===== config.mk =====
export PLATFORM = sky130hd
export DESIGN_NAME = tkrs_cell
export DESIGN_NICKNAME = d
export VERILOG_FILES = /design/src/rtl/top_k_record_selector_top_assert.svh /design/src/rtl/tkrs_pkg.sv /design/src/rtl/tkrs_cell.sv
export SDC_FILE = /design/constraint.sdc
export NUM_CORES = 1
export LEC_CHECK = 0
export BUFFER_PORTS_ARGS = -buffer_cell sky130_fd_sc_hd__buf_2
export CAP_MARGIN = 20
export CELL_PAD_IN_SITES_DETAIL_PLACEMENT = 2
export CELL_PAD_IN_SITES_GLOBAL_PLACEMENT = 2
export CORE_AREA = 3 3 324 326
export CTS_CLUSTER_SIZE = 12
export DETAILED_ROUTE_END_ITERATION = 8
export DIE_AREA = 0 0 327 329
export PLACE_DENSITY = 0.47
export SLEW_MARGIN = 10
export SYNTH_ARGS = -nofsm -noshare
export SYNTH_HDL_FRONTEND = slang
export SYNTH_SLANG_ARGS = --single-unit

===== constraint.sdc =====
create_clock -name aclk -period 16.7 [get_ports aclk]
set_input_delay 3.34 -clock aclk [delete_from_list [all_inputs] [get_ports aclk]]
set_output_delay 3.34 -clock aclk [all_outputs]
set_load 0.05 [all_outputs]

===== src/rtl/top_k_record_selector_top_assert.svh =====
// Assertion macros for the top-k record selector.
// Included by top_k_record_selector_top, which carries the concurrent checks; no other dependencies.
`ifndef TOP_K_RECORD_SELECTOR_TOP_ASSERT_SVH
`define TOP_K_RECORD_SELECTOR_TOP_ASSERT_SVH

`ifndef SYNTHESIS
`define TKRS_ASSERT(label, clk, rstn, prop, msg) \
    label: assert property (@(posedge clk) disable iff (!rstn) prop) else $error(msg);
`define TKRS_ASSERT_RST(label, clk, prop, msg) \
    label: assert property (@(posedge clk) prop) else $error(msg);
`else
`define TKRS_ASSERT(label, clk, rstn, prop, msg)
`define TKRS_ASSERT_RST(label, clk, prop, msg)
`endif

`endif


===== src/rtl/tkrs_pkg.sv =====
// Shared types, codes and helpers for the top-k record selector.
// No dependencies; imported by tkrs_cell and top_k_record_selector_top.
package tkrs_pkg;

    localparam logic KIND_OFFER = 1'b0;
    localparam logic KIND_FLUSH = 1'b1;

    localparam logic REG_RANK_BY_EDGES = 1'b0;
    localparam logic REG_KEEP_COUNT    = 1'b1;

    localparam logic [4:0] KEEP_COUNT_RESET = 5'd16;

    typedef struct packed {
        logic [63:0] id;
        logic [31:0] members;
        logic [31:0] edges;
        logic [31:0] length;
    } entry_t;

    typedef struct packed {
        logic   vld;
        entry_t entry;
    } token_t;

    typedef enum logic [1:0] {
        OP_NONE,
        OP_APPEND,
        OP_REMOVE,
        OP_REPLACE
    } op_t;

    typedef struct packed {
        op_t  op;
        logic pick_max;   // 1: scan finds largest key (earliest on ties)
        logic edge_key;
    } cell_ctl_t;

    typedef enum logic [2:0] {
        ST_IDLE,
        ST_APPEND,
        ST_SCAN,
        ST_EVICT,
        ST_EMIT,
        ST_OUT
    } state_t;

    function automatic logic [31:0] key_of(entry_t e, logic use_edges);
        return use_edges ? e.edges : e.members;
    endfunction

endpackage


===== src/rtl/tkrs_cell.sv =====
// One slot of the record chain: holds a kept entry and one stage of the scan token.
// Depends on tkrs_pkg.
module tkrs_cell #(
    parameter int DEPTH    = 16,
    parameter int CELL_IDX = 0,
    localparam int IW = (DEPTH > 1) ? $clog2(DEPTH) : 1,
    localparam int CW = $clog2(DEPTH + 1)
) (
    input  logic               aclk,
    input  logic               aresetn,
    input  tkrs_pkg::cell_ctl_t ctl,
    input  logic [IW-1:0]      pos,
    input  logic [CW-1:0]      total,
    input  tkrs_pkg::entry_t   new_entry,
    input  tkrs_pkg::entry_t   nbr_entry,
    input  tkrs_pkg::token_t   tok_in,
    input  logic [IW-1:0]      tok_idx_in,
    output tkrs_pkg::token_t   tok_out,
    output logic [IW-1:0]      tok_idx_out,
    output tkrs_pkg::entry_t   entry_out
);
    import tkrs_pkg::*;

    entry_t        entry_reg, entry_next;
    token_t        tok_reg, tok_next;
    logic [IW-1:0] tok_idx_reg, tok_idx_next;

    logic [31:0] own_key, in_key;
    logic        occupied, take_own, shift_in, last_slot, append_slot;

    assign own_key     = key_of(entry_reg, ctl.edge_key);
    assign in_key      = key_of(tok_in.entry, ctl.edge_key);
    assign occupied    = CW'(CELL_IDX) < total;
    assign shift_in    = (IW'(CELL_IDX) >= pos) && (CW'(CELL_IDX + 1) < total);
    assign last_slot   = CW'(CELL_IDX + 1) == total;
    assign append_slot = CW'(CELL_IDX) == total;

    // min scan: later slot wins ties; max scan: earlier slot wins ties
    always_comb begin
        take_own = occupied && (!tok_in.vld ||
                   (ctl.pick_max ? (own_key > in_key) : (own_key <= in_key)));
        if (take_own) begin
            tok_next     = '{vld: 1'b1, entry: entry_reg};
            tok_idx_next = IW'(CELL_IDX);
        end else begin
            tok_next     = tok_in;
            tok_idx_next = tok_idx_in;
        end
    end

    always_comb begin
        entry_next = entry_reg;
        unique case (ctl.op)
            OP_NONE: ;
            OP_APPEND: begin
                if (append_slot) entry_next = new_entry;
            end
            OP_REMOVE: begin
                if (shift_in) entry_next = nbr_entry;
            end
            OP_REPLACE: begin
                if (shift_in) entry_next = nbr_entry;
                else if (last_slot) entry_next = new_entry;
            end
            default: ;
        endcase
    end

    always_ff @(posedge aclk) begin
        entry_reg   <= entry_next;
        tok_idx_reg <= tok_idx_next;
        if (!aresetn) begin
            tok_reg.vld <= 1'b0;
        end else begin
            tok_reg.vld <= tok_next.vld;
        end
        tok_reg.entry <= tok_next.entry;
    end

    assign tok_out     = tok_reg;
    assign tok_idx_out = tok_idx_reg;
    assign entry_out   = entry_reg;

endmodule


==> results of run 1 <==
-- layout make-up --
class,count,area (sq um),area share
inverters,3,11.3,0.000530
flip-flops and latches,325,8110,0.382
well taps,1368,1710,0.0806
clock inverters,25,288,0.0135
diodes,10,25.0,0.00118
multi-input cells,487,5710,0.269
repair buffers,830,4200,0.198
clock buffers,57,1190,0.0560
-- Yosys cell counts, drive strengths merged --
| cell type | number |
|---|---|
| nand2 | 11 |
| mux2 | 352 |
| a221oi | 1 |
| o211ai | 2 |
| dfxtp | 165 |
| nor3 | 3 |
| or4 | 4 |
| a21oi | 17 |
| a2111o | 1 |
| nor2b | 6 |
| nor4 | 1 |
| inv | 3 |
| nand3 | 3 |
| buf | 36 |
| a31o | 1 |
| nor2 | 2 |
| nand4 | 8 |
| clkbuf | 6 |
| o21ai | 8 |
| mux2i | 32 |
| edfxtp | 160 |
| and3 | 2 |
| ha | 32 |
| a21boi | 1 |
-- metrics by stage --
step / hold WS (ns) / setup slack (ns) / std cells / area [sq um]
3_5_place_dp: 0.488 / 8.38 / 3013 / 19700
4_1_cts: 0.504 / 9.05 / 3095 / 21200
2_1_floorplan: 0.876 / 0.608 / 857 / 14200
5_1_grt: 0.509 / 8.75 / 3101 / 21200
6_report: 0.491 / 9.04 / 3105 / 21200
3_3_place_gp: 0.479 / 8.46 / 3013 / 19700
-- path summary, 6_finish.rpt --
check	from	endpoint	slack, ns	cells past startpoint
worst min register to register	entry_out[138]$_DFFE_PP_	tok_out[138]$_DFF_P_	0.49	1
worst max-delay path	ctl[0]	tok_out[113]$_DFF_P_	9.04	12
worst max register to register	entry_out[71]$_DFFE_PP_	tok_out[113]$_DFF_P_	12.30	10
worst min-delay path	entry_out[138]$_DFFE_PP_	tok_out[138]$_DFF_P_	0.49	1
-- power by group --
part	internal, W	switching [W]
Clock	0.000583	0.000390
Combinational	0.000192	0.000330
Sequential	0.000895	0.0000214
-- layer usage --
layer	share of wire	GRT usage
met5	0.00031	0
met4	0.025	0.0402
met3	0.090	0.0443
met2	0.54	0.230
met1	0.34	0.121
-- registers in the layout, summed over array words and instances (netlist names) --
signal       cells
tok_out        161
entry_out      160
tok_idx_out      4
-- critical path: cells and delay by family --
family                   cells  cell delay [ns]
AO/OA/AOI/OAI                1             0.15
multiplexers                 2             0.74
buffers and inverters        3             1.72
adder cells (fa/ha/maj)      1             0.33
AND/OR/NAND/NOR              5             1.68
-- kinds of logic after synthesis --
| logic type | count (synthesis) | synth area share |
|---|---|---|
| AND/OR/NAND/NOR | 40 | 0.0164 |
| multiplexers | 384 | 0.344 |
| flip-flops | 325 | 0.573 |
| AO/OA/AOI/OAI | 31 | 0.0129 |
| buffers and inverters | 45 | 0.0253 |
| adder cells (fa/ha/maj) | 32 | 0.0283 |
-- cell usage in the layout, fill, tap and decap left out, types with 3 or more instances in the layout --
cell type    n
clkbuf_1     9
o21ai_0      6
nand3_1      3
mux2i_1     32
inv_1        3
bufinv_16    5
clkbuf_8     4
buf_2      823
clkinv_1     3
clkinv_8     3
nand2_1     10
clkbuf_16   44
nor3_1       3
edfxtp_1   160
or4_1        3
ha_1        32
nand4_1      7
nor2b_1      6
mux2_4     156
dfxtp_1    165
buf_4        5
mux2_2     196
a21oi_1     17
diode_2     10
clkinv_2    12
==> results.py, run 1 <==
metrics = {
    "run_status": {
        "status": "completed",
    },
    "setup_path": {
        "cp-end-kind": "register",
        "crit_top_cell": "buf_4",
        "worstPathRequired_ns": 17.17,
        "crit_slowest_cell": "buf_4",
        "critical_path.max_stage_delay_ns": 0.78,
        "worst-endpoint-arrival_ns": 8.12,
        "crit_chain": "buf_4 -> buf_4 -> mux2_2 -> ha_1 -> nand4_1 -> or4_4 -> nor2_2 -> nor3_1 -> a21oi_1 -> and3_4 -> buf_4 -> mux2_4",
        "crit_type": "in2reg",
        "crit_path_max_fanout": 44,
        "critPathLaunchType": "input pin",
    },
    "detailed_routing": {
        "wl_mm": 68.2,
        "post-route-drc-count": 0,
        "wl_per_cell_microns": 22.0,
        "vias": 10700,
        "drt_iter0_markers": 271,
        "drt-vias-per-instance": 3.45,
        "first_pass_iters": 4,
        "ant_nets": 0,
    },
    "timing": {
        "timing_hold_violations_final": 0,
        "tightest_slew_ns": 1.00,
        "relSlewSlack": 0.330,
        "period_needed_ns": 7.66,
        "slew_viol_final": 0,
        "finalCritPeriodShare": 0.459,
        "setup_violations": 0,
        "skew_ns": 0.0275,
        "setup-tns-final_ns": 0,
        "rsz0062_at_grt": "false",
        "fmax_mhz": 131,
    },
    "synthesis": {
        "syn-mean-instance-area_sq_um": 16.5,
        "synth_cell_types": 33,
        "synth_top_area_frac": 0.340,
        "synth_top_area_cell": "edfxtp_1",
        "synth-seq-cells": 325,
        "yosysWarnings": 0,
        "synth.area.top_cells": "edfxtp_1 34%, dfxtp_1 23%, mux2_4 17%",
        "syn_area_sq_mm": 0.0142,
        "synth_nets": 1389,
        "synth_cells": 857,
        "ys_seq_area_frac": 0.573,
    },
    "place": {
        "gp_congestion": 0.783,
        "portBuffers": 824,
        "dp_hpwl_mm": 55.3,
    },
    "pwr": {
        "power.leakage_nw": 9.63,
        "irDropWorstVdd_mv": 0.0608,
        "p_per_area_mw_per_mm2": 114,
        "power_w": 0.00241,
    },
    "flow_run": {
        "drv_cap": 0,
    },
    "global_route": {
        "overflow": 0,
        "grt_pass1_wl_mm": 93.7,
        "antenna_found_initial": 23,
        "grt_start_max_net_pins": 136,
        "grt_pass1_vias": 12500,
        "grt_usage": 0.121,
    },
    "cts": {
        "cts_resized": 0,
        "cts_sinks": 325,
        "numCtsBuffers": 44,
        "root_buffer": "clkbuf_16",
        "clkTransAtPathRegs_ns": 0.05,
        "tritoncts": "done",
        "worstSkewPairLatency_ns": 0.60,
        "clockBufferDepth": 3,
        "cts_hold_buf": 0,
        "post_cts_buffers": 0,
        "htreeDepth": 2,
    },
    "die": {
        "die_w_microns": 327,
        "ios": 825,
        "die_area_sq_mm": 0.108,
        "initial_core_util": 0.139,
        "num_rows": 117,
        "dieHeight_microns": 329,
        "core_area_sq_mm": 0.102,
    },
    "final_layout": {
        "layout-drive-gt1-share": 0.730,
        "fillCellCount": 11500,
        "syn2layout_area_growth_pct": 50.1,
        "fin_util": 0.208,
        "finalNetCount": 2223,
    },
    "worst_hold_path": {
        "holdCritPathClass": "reg2reg",
    },
}
Note: power is estimated with default switching activity, not from simulation.
==> run 2: changes to the inputs <==
Clock period 16.7 ns to 6.5 ns, I/O delays scaled along.
==> run 2 against run 1 <==
  * Critical path depth rose by 2
  * Hold slack improved by 0.0050 ns
  * Power rose to 2.6 times the previous value
  * Register-to-register slack got worse by 9.6 ns
  * Combinational power rose to 2.6 times the previous value
  * Largest power group unchanged
==> results.py, run 2 (same netlist as run 1, synthesis figures left out) <==
metrics = {
    "run_status": {
        "status": "completed",
    },
    "final_layout": {
        "layout-drive-gt1-share": 0.728,
        "multiInputGateArea_sq_mm": 0.00570,
        "largest_reg_flops": 161,
        "register_area_sq_mm": 0.00811,
        "final_cell_mix": "823 x buf_2, 196 x mux2_2, 165 x dfxtp_1",
        "finalNetCount": 2237,
        "fillCellCount": 11500,
        "mostFrequentLayoutCell": "buf_2",
        "syn2layout_area_growth_pct": 50.8,
        "fin_util": 0.209,
    },
    "detailed_routing": {
        "post-route-drc-count": 0,
        "ant_nets": 0,
        "wl_per_cell_microns": 22.4,
        "wl_mm": 69.6,
        "drt_iter0_markers": 314,
        "first_pass_iters": 4,
        "drt-vias-per-instance": 3.46,
        "vias": 10800,
    },
    "global_route": {
        "grt_usage": 0.123,
        "grt_pass1_wl_mm": 94.5,
        "grt_pass1_vias": 12400,
        "overflow": 0,
        "grt_start_max_net_pins": 86,
        "antenna_found_initial": 21,
    },
    "place": {
        "portBuffers": 824,
        "dp_hpwl_mm": 57.8,
        "gp_congestion": 0.816,
        "place_ws_ns": 1.07,
    },
    "timing": {
        "setup-tns-final_ns": 0,
        "finalCritPeriodShare": 0.727,
        "setup_ws_ns": 1.78,
        "rsz0062_at_grt": "false",
        "tightest_slew_ns": 0.936,
        "fmax_mhz": 212,
        "slew_viol_final": 0,
        "timing_hold_violations_final": 0,
        "skew_ns": 0.0286,
        "period_needed_ns": 4.72,
        "relSlewSlack": 0.371,
        "setup_violations": 0,
    },
    "pwr": {
        "irDropWorstVdd_mv": 0.152,
        "switching_share": 0.311,
        "power.switching_w": 0.00192,
        "power.leakage_nw": 9.69,
        "p_comb_frac": 0.222,
        "clkPwrFrac": 0.395,
        "p_per_area_mw_per_mm2": 288,
        "power_w": 0.00615,
        "power_frac_seq": 0.383,
        "cell_internal_pwr_w": 0.00424,
    },
    "cts": {
        "cts_sinks": 325,
        "root_buffer": "clkbuf_16",
        "clockBufferDepth": 3,
        "tritoncts": "done",
        "clkTransAtPathRegs_ns": 0.06,
        "post_cts_buffers": 0,
        "worstSkewPairLatency_ns": 0.61,
        "cts_hold_buf": 0,
        "htreeDepth": 2,
        "cts_resized": 0,
        "numCtsBuffers": 43,
    },
    "setup_path": {
        "crit_slowest_cell": "and3_4",
        "cp_num_buf_inv": 5,
        "crit_type": "in2reg",
        "critPathLaunchType": "input pin",
        "crit_chain": "buf_4 -> buf_4 -> buf_4 -> mux2_2 -> ha_1 -> nand4_1 -> or4_1 -> nor2_2 -> nor3_1 -> a21oi_1 -> and3_4 -> buf_12 -> buf_4 -> mux2_4",
        "crit_top_cell": "buf_4",
        "worstPathRequired_ns": 6.97,
        "cp-end-kind": "register",
        "worst-endpoint-arrival_ns": 5.19,
        "cpLargestDelayFamily": "buffers and inverters",
        "critical_path.max_stage_delay_ns": 0.44,
        "crit_path_max_fanout": 22,
    },
    "die": {
        "ios": 825,
        "initial_core_util": 0.139,
        "die_area_sq_mm": 0.108,
        "core_area_sq_mm": 0.102,
        "num_rows": 117,
        "die_w_microns": 327,
        "dieHeight_microns": 329,
    },
    "worst_hold_path": {
        "holdCritPathClass": "reg2reg",
    },
    "flow_run": {
        "drv_cap": 0,
    },
}
-- run 2: layout make-up --
type	count	area share
clock buffer	65	0.0576
antenna	6	0.000703
clock inverter	15	0.00850
tap	1368	0.0802
multi-input combinational	487	0.267
inverter	3	0.000528
sequential	325	0.380
timing repair buffer	845	0.205
-- run 2: worst paths after layout --
kind | from | end | slack (ns) | cells after the start
worst max-delay path | ctl[0] | tok_out[12]$_DFF_P_ | 1.78 | 14
worst max register to register | entry_out[95]$_DFFE_PP_ | tok_out[12]$_DFF_P_ | 2.66 | 11
worst min register to register | entry_out[121]$_DFFE_PP_ | tok_out[121]$_DFF_P_ | 0.50 | 1
worst min-delay path | entry_out[121]$_DFFE_PP_ | tok_out[121]$_DFF_P_ | 0.50 | 1
-- run 2: routing by layer --
| metal | wire [microns] | track usage | vias up |
|---|---|---|---|
| met5 | 93 | 0 | - |
| met4 | 1620 | 0.0399 | 12 |
| met3 | 6700 | 0.0484 | 92 |
| met2 | 37000 | 0.230 | 444 |
| met1 | 24200 | 0.125 | 5267 |
| li1 | - | - | 4944 |
-- run 2: power by group through the flow --
stage,Combinational (W),Clock [W],Sequential [W]
after floorplan,0.000460,0,0.00286
after global placement,0.00137,0,0.00241
after detailed placement,0.00139,0,0.00240
after CTS,0.00140,0.00255,0.00236
after global routing,0.00145,0.00262,0.00237
final,0.00137,0.00243,0.00236
-- run 2: metrics by stage --
stage | std cells | hold slack (ns) | area [sq um]
after floorplan | 857 | 0.876 | 14200
after global placement | 3028 | 0.479 | 19900
after detailed placement | 3028 | 0.486 | 19900
after CTS | 3108 | 0.499 | 21300
after global routing | 3111 | 0.516 | 21300
final | 3114 | 0.496 | 21300
-- run 2: worst register-to-register path: stages (launching register included) --
cell	delay, ns
edfxtp_1	0.57
mux2_2	0.36
ha_1	0.32
nand4_2	0.16
or4_4	0.63
nor2_2	0.16
nor3_1	0.07
a21oi_1	0.16
and3_4	0.44
buf_12	0.25
buf_4	0.28
mux2_4	0.33
==> run 3: changes to the inputs <==
Settings changed: CORE_AREA 3 3 324 326 to 3 3 316 318, DIE_AREA 0 0 327 329 to 0 0 319 321.
Clock period 6.5 ns to 4.8 ns, I/O delays scaled along.
==> run 3 against run 2 <==
  * Clock skew is 0.0020 ns lower
  * Power increased by 35%
  * Sequential share of layout area decreased by 0.13 points
  * Sequential power up 36%
  * Register-to-register slack worse by 1.7 ns
  * Worst setup slack worse by 1.2 ns
  * Cell count down 2.2%
  * Sequential cell count did not move
  * Non-clock buffer count up 22
  * Clock power increased by 34%
  * Core utilization increased by 1.2 points
  * Critical endpoint is now tok_out[3]$_DFF_P_
  * Largest cell class unchanged
==> results.py, run 3 (same netlist as run 1, synthesis figures left out) <==
metrics = {
    "timing": {
        "slew_viol_final": 0,
        "rsz0062_at_grt": "false",
        "setup_violations": 0,
        "tightest_slew_ns": 0.826,
        "whs_ns": 0.497,
        "finalCritPeriodShare": 0.880,
        "relSlewSlack": 0.449,
        "timing_hold_violations_final": 0,
        "fmax_mhz": 237,
        "period_needed_ns": 4.22,
        "skew_ns": 0.0266,
    },
    "die": {
        "core_area_sq_mm": 0.0969,
        "die_area_sq_mm": 0.102,
        "ios": 825,
        "initial_core_util": 0.146,
        "num_rows": 114,
        "die_w_microns": 319,
        "dieHeight_microns": 321,
    },
    "final_layout": {
        "fin_area_sq_mm": 0.0214,
        "finalNonFillerCells": 3047,
        "multiInputGateArea_sq_mm": 0.00570,
        "register_area_sq_mm": 0.00811,
        "layout-drive-gt1-share": 0.731,
        "final_cell_mix": "823 x buf_2, 196 x mux2_2, 165 x dfxtp_1",
        "finalNetCount": 2259,
        "mostFrequentLayoutCell": "buf_2",
        "syn2layout_area_growth_pct": 51.3,
        "largest_reg_flops": 161,
        "fillCellCount": 10800,
    },
    "detailed_routing": {
        "first_pass_iters": 5,
        "post-route-drc-count": 0,
        "ant_nets": 0,
        "drt_iter0_markers": 263,
        "vias": 10900,
        "wl_per_cell_microns": 23.1,
        "wl_mm": 70.4,
        "drt-vias-per-instance": 3.58,
    },
    "cts": {
        "clockBufferDepth": 3,
        "cts_resized": 0,
        "tritoncts": "done",
        "root_buffer": "clkbuf_16",
        "post_cts_buffers": 0,
        "clkTransAtPathRegs_ns": 0.06,
        "cts_hold_buf": 0,
        "htreeDepth": 2,
        "numCtsBuffers": 43,
        "cts_sinks": 325,
        "worstSkewPairLatency_ns": 0.59,
    },
    "worst_hold_path": {
        "holdCritPathClass": "reg2reg",
    },
    "global_route": {
        "antenna_found_initial": 23,
        "overflow": 0,
        "grt_pass1_wl_mm": 95.4,
        "grt_start_max_net_pins": 99,
        "grt_pass1_vias": 12500,
        "grt_usage": 0.131,
    },
    "place": {
        "gp_congestion": 0.817,
        "placed_cell_area_sq_mm": 0.0200,
        "dp_cells": 2958,
        "dp_hpwl_mm": 59.1,
        "portBuffers": 824,
    },
    "pwr": {
        "irDropWorstVdd_mv": 0.204,
        "power_w": 0.00833,
        "p_per_area_mw_per_mm2": 389,
        "power.leakage_nw": 9.78,
    },
    "setup_path": {
        "crit_slowest_cell": "and3_4",
        "cp-end-kind": "register",
        "worstPathRequired_ns": 5.27,
        "worst-endpoint-arrival_ns": 4.69,
        "critical_path.max_stage_delay_ns": 0.66,
        "critPathLaunchType": "input pin",
        "crit_chain": "buf_4 -> buf_12 -> mux2_2 -> ha_1 -> nand4_1 -> or4_1 -> nor2_2 -> nor3_1 -> a21oi_1 -> and3_4 -> buf_4 -> mux2_2",
        "crit_type": "in2reg",
        "crit_path_max_fanout": 36,
    },
    "run_status": {
        "status": "completed",
    },
    "flow_run": {
        "drv_cap": 0,
    },
}
-- run 3: final timing paths --
kind                          end  cells after the start  slack [ns]                     start
max reg2reg    tok_out[3]$_DFF_P_                     10        1.00   entry_out[39]$_DFFE_PP_
min          tok_out[117]$_DFF_P_                      1        0.50  entry_out[117]$_DFFE_PP_
max            tok_out[3]$_DFF_P_                     12        0.58                    ctl[0]
min reg2reg  tok_out[117]$_DFF_P_                      1        0.50  entry_out[117]$_DFFE_PP_
-- run 3: critical path: cells and delay by family --
family / cells / cell delay, ns
AND/OR/NAND/NOR: 5 / 1.75
multiplexers: 2 / 0.72
buffers and inverters: 3 / 0.66
adder cells (fa/ha/maj): 1 / 0.36
AO/OA/AOI/OAI: 1 / 0.15
-- run 3: power breakdown --
group | total [W] | internal (W) | switching [W]
sequential | 0.00320 | 0.00311 | 0.0000835
clock | 0.00325 | 0.00195 | 0.00130
combinational | 0.00188 | 0.000705 | 0.00118
total | 0.00833 | 0.00577 | 0.00256
-- run 3: final cells by class --
class / instances / area share
sequential: 325 / 0.379
multi-input combinational: 487 / 0.266
timing repair buffer: 867 / 0.213
tap: 1276 / 0.0746
clock buffer: 61 / 0.0557
clock inverter: 18 / 0.0100
antenna: 10 / 0.00117
inverter: 3 / 0.000526
-- run 3: metal layers --
metal,vias up,GRT usage,routed length (microns)
met3,90,0.0386,4940
met4,14,0.0412,1650
met2,451,0.246,37600
met1,5361,0.140,26100
li1,4991,-,-
met5,-,0,84
-- run 3: per-stage QoR --
step,util,setup WS (ns),setup TNS [ns]
after global routing,0.221,0.440,0
final,0.221,0.575,0
after floorplan,-,0.0825,0
after global placement,0.206,-0.0838,-3.99
after CTS,0.221,0.547,0
after detailed placement,0.206,-0.126,-7.35
